===== src/rtl/core/pva_pkg.sv =====
// ---------------------------------------------------------------------------
// pva_pkg
// Shared types, operation codes, the CORDIC arctangent table and a saturation helper.
// ---------------------------------------------------------------------------
`default_nettype none
package pva_pkg;

  typedef enum logic [2:0] {
    FUNC_ADD  = 3'd0,
    FUNC_SUB  = 3'd1,
    FUNC_MUL  = 3'd2,
    FUNC_DIV  = 3'd3,
    FUNC_CART = 3'd4
  } func_t;

  localparam int XW = 36;  // CORDIC datapath width

  typedef logic signed [XW-1:0] cx_t;

  function automatic logic [31:0] atan_turn(input logic [4:0] i);
    logic [31:0] r;
    unique case (i)
      5'd0:  r = 32'd536870912;
      5'd1:  r = 32'd316933406;
      5'd2:  r = 32'd167458907;
      5'd3:  r = 32'd85004756;
      5'd4:  r = 32'd42667331;
      5'd5:  r = 32'd21354465;
      5'd6:  r = 32'd10679838;
      5'd7:  r = 32'd5340245;
      5'd8:  r = 32'd2670163;
      5'd9:  r = 32'd1335087;
      5'd10: r = 32'd667544;
      5'd11: r = 32'd333772;
      5'd12: r = 32'd166886;
      5'd13: r = 32'd83443;
      5'd14: r = 32'd41722;
      5'd15: r = 32'd20861;
      5'd16: r = 32'd10430;
      5'd17: r = 32'd5215;
      5'd18: r = 32'd2608;
      5'd19: r = 32'd1304;
      5'd20: r = 32'd652;
      5'd21: r = 32'd326;
      5'd22: r = 32'd163;
      5'd23: r = 32'd81;
      5'd24: r = 32'd41;
      5'd25: r = 32'd20;
      5'd26: r = 32'd10;
      5'd27: r = 32'd5;
      5'd28: r = 32'd3;
      5'd29: r = 32'd1;
      5'd30: r = 32'd1;
      default: r = 32'd0;
    endcase
    return r;
  endfunction

  function automatic logic [31:0] sat32(input logic signed [95:0] v);
    logic [31:0] r;
    if (v > 96'sd2147483647) r = 32'h7fffffff;
    else if (v < -96'sd2147483648) r = 32'h80000000;
    else r = v[31:0];
    return r;
  endfunction

endpackage
`default_nettype wire


===== src/rtl/core/pva_cell.sv =====
// ---------------------------------------------------------------------------
// pva_cell
// One pipeline cell: two rotation CORDIC micro-steps and one vectoring
// micro-step (if IDX < NSTG), one restoring divide step; carries the payload.
// ---------------------------------------------------------------------------
`default_nettype none
module pva_cell #(
  parameter int IDX = 0,
  parameter int NSTG = 24
) (
  input  wire logic               clk,
  input  wire logic               rst_n,
  input  wire logic               en,
  input  wire logic               v_i,
  input  wire logic [2:0]         f_i,
  input  wire pva_pkg::cx_t       ax_i, ay_i, bx_i, by_i,
  input  wire logic signed [32:0] az_i, bz_i,
  input  wire pva_pkg::cx_t       vx_i, vy_i,
  input  wire logic [31:0]        vz_i,
  input  wire logic [63:0]        q_i, r_i,
  input  wire logic [63:0]        d_i,
  input  wire logic [33:0]        keep_i,
  output logic                    v_o,
  output logic [2:0]              f_o,
  output pva_pkg::cx_t            ax_o, ay_o, bx_o, by_o,
  output logic signed [32:0]      az_o, bz_o,
  output pva_pkg::cx_t            vx_o, vy_o,
  output logic [31:0]             vz_o,
  output logic [63:0]             q_o, r_o,
  output logic [63:0]             d_o,
  output logic [33:0]             keep_o
);
  localparam logic [4:0] SI = 5'(IDX);
  localparam int SH = IDX;

  pva_pkg::cx_t ax_nxt, ay_nxt, bx_nxt, by_nxt, vx_nxt, vy_nxt;
  logic signed [32:0] az_nxt, bz_nxt, at;
  logic [31:0] vz_nxt;
  logic [64:0] rs;
  logic [63:0] q_nxt, r_nxt;

  always_comb begin
    at = $signed({1'b0, pva_pkg::atan_turn(SI)});
    if (IDX < NSTG) begin
      if (!az_i[32]) begin
        ax_nxt = ax_i - (ay_i >>> SH); ay_nxt = ay_i + (ax_i >>> SH); az_nxt = az_i - at;
      end else begin
        ax_nxt = ax_i + (ay_i >>> SH); ay_nxt = ay_i - (ax_i >>> SH); az_nxt = az_i + at;
      end
      if (!bz_i[32]) begin
        bx_nxt = bx_i - (by_i >>> SH); by_nxt = by_i + (bx_i >>> SH); bz_nxt = bz_i - at;
      end else begin
        bx_nxt = bx_i + (by_i >>> SH); by_nxt = by_i - (bx_i >>> SH); bz_nxt = bz_i + at;
      end
      if (vy_i < 0) begin
        vx_nxt = vx_i - (vy_i >>> SH); vy_nxt = vy_i + (vx_i >>> SH);
        vz_nxt = vz_i - at[31:0];
      end else begin
        vx_nxt = vx_i + (vy_i >>> SH); vy_nxt = vy_i - (vx_i >>> SH);
        vz_nxt = vz_i + at[31:0];
      end
    end else begin
      ax_nxt = ax_i; ay_nxt = ay_i; az_nxt = az_i;
      bx_nxt = bx_i; by_nxt = by_i; bz_nxt = bz_i;
      vx_nxt = vx_i; vy_nxt = vy_i; vz_nxt = vz_i;
    end
    rs = {r_i, q_i[63]} - {1'b0, d_i};
    if (!rs[64]) begin
      r_nxt = rs[63:0]; q_nxt = {q_i[62:0], 1'b1};
    end else begin
      r_nxt = {r_i[62:0], q_i[63]}; q_nxt = {q_i[62:0], 1'b0};
    end
  end

  always_ff @(posedge clk) begin
    if (!rst_n) begin
      v_o <= 1'b0;
    end else if (en) begin
      v_o <= v_i;
    end
    if (en) begin
      f_o <= f_i; ax_o <= ax_nxt; ay_o <= ay_nxt; az_o <= az_nxt;
      bx_o <= bx_nxt; by_o <= by_nxt; bz_o <= bz_nxt;
      vx_o <= vx_nxt; vy_o <= vy_nxt; vz_o <= vz_nxt;
      q_o <= q_nxt; r_o <= r_nxt; d_o <= d_i; keep_o <= keep_i;
    end
  end
endmodule
`default_nettype wire


===== config.mk =====
export PLATFORM = sky130hd
export DESIGN_NAME = pva_cell
export DESIGN_NICKNAME = d
export VERILOG_FILES = /design/src/rtl/core/pva_pkg.sv /design/src/rtl/core/pva_cell.sv
export SDC_FILE = /design/constraint.sdc
export NUM_CORES = 1
export LEC_CHECK = 0
export ABC_AREA = 0
export BUFFER_PORTS_ARGS = -buffer_cell sky130_fd_sc_hd__clkbuf_2
export CORE_AREA = 2 2 420 422
export DETAILED_ROUTE_END_ITERATION = 8
export DIE_AREA = 0 0 422 424
export GPL_ROUTABILITY_DRIVEN = 1
export PLACE_DENSITY = 0.47
export SYNTH_ARGS = -nofsm -noshare
export SYNTH_HDL_FRONTEND = slang
export SYNTH_SLANG_ARGS = --single-unit

===== constraint.sdc =====
create_clock -name clk -period 6.1 [get_ports clk]
set_input_delay 0.61 -clock clk [delete_from_list [all_inputs] [get_ports clk]]
set_output_delay 0.61 -clock clk [all_outputs]
set_load 0.1 [all_outputs]

# == After elaboration in Yosys (flattened, before gate mapping) ==
# Cells that the tools add are included.
# Widths: inputs -> output; s select.
# totals
ff_bits,544
latchBits,0
ram_bits,0
rom_bits,0
out_inout_bits,544
wordCells,43
n_memories,0
# classes
n_addsub,16
n_mul,0
div_mod_pow,0
n_lt_le_gt_ge,1
n_eq_ne,0
shifts,0
mux,11
bitwise_logic,0
n_reduce_logical,0
# op_table
operator,n
$mux 36,6
$sub 36x36->36,6
$add 36x36->36,3
$add 33x31->33 const B,2
$mux 33,2
$sub 33x31->33 const B,2
$sub 65x64->65,1
$mux 64,1
$lt 36x1->1 const B,1
$add 32x30->32 const B,1
$mux 32,1
$sub 32x30->32 const B,1
$mux 1,1

# == Longest topological paths before layout ==
# logic_depth
ltp_word,2
ltp_mapped,16

# == Worst setup path after synthesis ==
# Ideal clock, no wire load.
# synth_timing
kind,input to register
from,input port q_i[63]
to,register r_o[56] (data pin)
t_arrival_ps,3593
path_slack_ps,2245
cell_stages,16
path_cell_list,inv_1 -> ha_1 -> fa_1 -> nand2b_1 -> a21oi_1 -> o21ba_1 -> o211a_1 -> nor4b_2 -> o31ai_1 -> nand2_2 -> o31ai_4 -> a211o_1 -> xnor2_2 -> buf_4 -> buf_6 -> mux2_1
# synth_via
elab_chain_len,2
# synth_lines
element,line_no,source
"start, declared",pva_cell.sv:20,"input wire logic [63:0] q_i, r_i,"
$sub 65x64->65,pva_cell.sv:67,"rs = {r_i, q_i[63]} - {1'b0, d_i};"
$mux 64,pva_cell.sv:68,if (!rs[64]) begin
via r_nxt[56],pva_cell.sv:40,"logic [63:0] q_nxt, r_nxt;"
"end signal, assigned",pva_cell.sv:85,q_o <= q_nxt; r_o <= r_nxt; d_o <= d_i; keep_o <= keep_i;
"end, declared",pva_cell.sv:29,"output logic [63:0] q_o, r_o,"
# The timed path passes the listed nets, and every way through them passes these cells.
# A chain may end at the register's enable or synchronous reset.

# == Worst setup path in the final report ==
# layout_timing
from,input port q_i[63]
to,register r_o[33] (data pin)
# The elaborated chain is that of the path after synthesis.

==> impl_metrics.csv <==
group,metric,value,unit
yosys,ys.warnings.count,0,
sta,report.final.slew_viol_count,0,
status,status,"completed",
cts,cts.sinks,541,
cts,cts.path.max_buffers,3,
die,initial_core_util,0.225,
worst_setup_path,cp-start-kind,"primary input",
worst_setup_path,path_class,"primary input to flop",
worst_setup_path,slowest_stage,"buf_4",
yosys,async_flop_share,0,
routing,vias,35600,
die,die-area,0.179,mm²
placement,placed_cell_area,0.0473,mm²
yosys,syn_nets,5033,
placement,io_buffers,1090,
finish,layout-drive-gt1-share,0.248,
routing,drt-total-wl,168000,µm
die,core.rowCount,154,
worst_setup_path,critPathBufInv,3,
worst_setup_path,cp_cell_sequence,"clkbuf_2 -> inv_1 -> ha_1 -> fa_1 -> nand2b_1 -> a21oi_1 -> o21ba_1 -> o211a_1 -> nor4b_2 -> o31ai_1 -> nand2_2 -> o31ai_4 -> a211o_1 -> xnor2_4 -> buf_4 -> mux2_1",
pwr,irDropWorstVdd,0.000184,V
placement,globalplace.congestion,0.940,
yosys,synth_commonest_cells,"540 x edfxtp_1, 494 x a21oi_1, 414 x inv_1",
routing,drc,0,
worst_setup_path,critPathTopFamily,"compound AO/OA/AOI/OAI gates",
grt,grt_max_degree,146,
sta,final.setup.tns,0,ns
routing,viasPerCell,4.73,
sta,fmax,234,MHz
worst_setup_path,crit_fanout,21,
yosys,synth_enable_flop_cells,540,
worst_setup_path,required,6.51,ns
cts,cts_tree,"built",
sta,rsz0062_at_grt,"false",
min_path,min_path_type,"primary input to flop",
grt,grt_remaining_overflow,0,
pwr,power_density,325,mW/mm²
sta,finClkSkew,0,ns
die,coreArea,0.175,mm²
yosys,ys_seq_elements,541,
yosys,syn-instance-count,4088,
sta,hold_viol_final,0,
routing,drt_first_pass_iters,6,
grt,grt_pass1_vias,34700,
finish,final_area,0.0498,mm²
yosys,ys_seq_area_frac,0.412,
die,fp.dieH,424,µm
cts,cts_buffers,72,
grt,grtUsageTotal,0.178,
finish,area_growth,26.3,%
routing,drt_iter0_drc,3113,
cts,root_buffer,"clkbuf_16",
sta,setup_viol,0,
yosys,synth_top_area_share,0.412,
sta,period_minus_slack,4.27,ns
yosys,synth_area_leaders,"edfxtp_1 41%, ha_1 12%, a21oi_1 6.3%, xnor2_1 4.8%, inv_1 3.9%",
placement,hpwl,136000,µm
sta,worst_pin_slew,1.09,ns
yosys,synth_area,0.0394,mm²
pwr,p_leak,22.1,nW
cts,htree_levels,3,
run,cap_violations,0,
routing,ant_nets,0,
die,ios,1091,
yosys,synth.distinct_cells,90,
worst_setup_path,worstPathArrival,4.69,ns
yosys,yosysTopAreaCell,"edfxtp_1",
grt,antenna_found_initial,42,
die,die_w,422,µm
yosys,synth_most_common_cell,"edfxtp_1",
sta,fin_crit_sh,0.701,
yosys,avgSynthCellArea,9.64,µm²
cts,clk_pin_slew,0.06,ns
finish,final_nets,6060,
worst_setup_path,slowest_delay,0.44,ns
worst_setup_path,cp-end-kind,"flop",
grt,grt_pass1_wl,240000,µm
sta,slew_headroom,0.275,
yosys,synth-main-ff-cell,"edfxtp_1",
routing,post_drt_wl_per_cell,22.3,µm
cts,clkLatencyLatePin,0.69,ns
==> sequential cells by signal, summed over array words and instances, names as in the netlist, 3 cells and up <==
register  cells
ax_o         36
ay_o         35
az_o         33
bx_o         36
by_o         35
bz_o         33
d_o          64
f_o           3
keep_o       34
q_o          64
r_o          64
vx_o         36
vy_o         35
vz_o         32
==> power breakdown <==
group | total, mW | switching (mW) | internal [mW] | leakage (nW)
Sequential | 4.89 | 0.179 | 4.71 | 5.29
Clock | 4.29 | 1.86 | 2.43 | 1.11
Combinational | 7.01 | 5.59 | 1.42 | 15.7
==> cell usage in the layout (no fill, tap or decap), types with 13 or more instances in the layout <==
cell type	n
buf_4	24
clkinv_1	24
o21a_1	32
a21boi_0	14
mux2i_1	54
nand3_1	46
o21ai_1	13
o21ai_0	253
o31ai_1	34
a21o_1	116
diode_2	13
ha_1	385
nand2b_1	29
edfxtp_1	540
and2_1	13
nand2_1	180
a21oi_1	494
fa_1	13
mux2_2	18
nor2b_1	39
o211ai_1	20
a31oi_1	28
nor2_1	319
or3_1	20
mux2_1	47
xnor2_1	214
a211oi_1	32
clkbuf_2	1089
nand4_1	59
nor4_1	23
o21bai_1	117
clkbuf_16	73
inv_1	413
nor3_1	75
xor2_1	54
==> worst register-to-register path, stage by stage (launching register included) <==
cell and delay, ns:
dfxtp_1 0.32, mux2i_1 0.13, nor2b_1 0.06
==> metrics by stage <==
stage / hold slack (ns) / worst slack [ns] / cells / utilization / power [mW]
3_5_place_dp: 0.536 / 1.10 / 7371 / 0.270 / 12.0
3_3_place_gp: 0.504 / 1.17 / 7371 / 0.270 / 12.0
5_1_grt: 0.0339 / 1.58 / 7517 / 0.284 / 16.8
2_1_floorplan: 0.709 / 2.25 / 4088 / - / 10.3
6_report: 0.0888 / 1.83 / 7522 / 0.284 / 16.2
4_1_cts: 0.000170 / 1.83 / 7509 / 0.284 / 16.4
==> repair_timing <==
| action | CTS | global route |
|---|---|---|
| resized for setup | 0 | 0 |
| hold buffers | 10 | 0 |
| hold endpoints to repair | 10 | 0 |
| setup buffers | 0 | 0 |
==> cell type report <==
class,count,area [µm²]
Clock buffer,80,1850
Fill cell,18800,125000
Clock inverter,48,459
Timing Repair Buffer,1127,5810
Antenna cell,13,32.5
Tap cell,2340,2930
Sequential cell,541,16200
Multi-Input combinational cell,2945,20800
Inverter,428,1610
==> cells by family after synthesis <==
family | share of synthesized area
XOR/XNOR | 0.0600
AO/OA/AOI/OAI | 0.205
AND/OR/NAND/NOR | 0.102
adder cells (fa/ha/maj) | 0.129
flip-flops | 0.412
buffers and inverters | 0.0592
multiplexers | 0.0323
==> per-layer routing <==
layer / vias to the layer above / part of all wire / GRT usage
met3: 229 / 0.058 / 0.0306
met2: 1317 / 0.50 / 0.315
li1: 16800 / - / -
met5: - / 0.00079 / 0
met4: 20 / 0.028 / 0.0556
met1: 17200 / 0.41 / 0.219
==> final timing paths <==
path,from,endpoint,slack (ns),depth (start not counted)
worst max register to register,v_o$_SDFFE_PN0P_,v_o$_SDFFE_PN0P_,5.49,2
worst min-delay path,keep_i[25],keep_o[25]$_DFFE_PP_,0.09,1
worst max-delay path,q_i[63],r_o[33]$_DFFE_PP_,1.83,16
worst min register to register,v_o$_SDFFE_PN0P_,v_o$_SDFFE_PN0P_,0.55,2
Power figures use the tool's default switching activity.
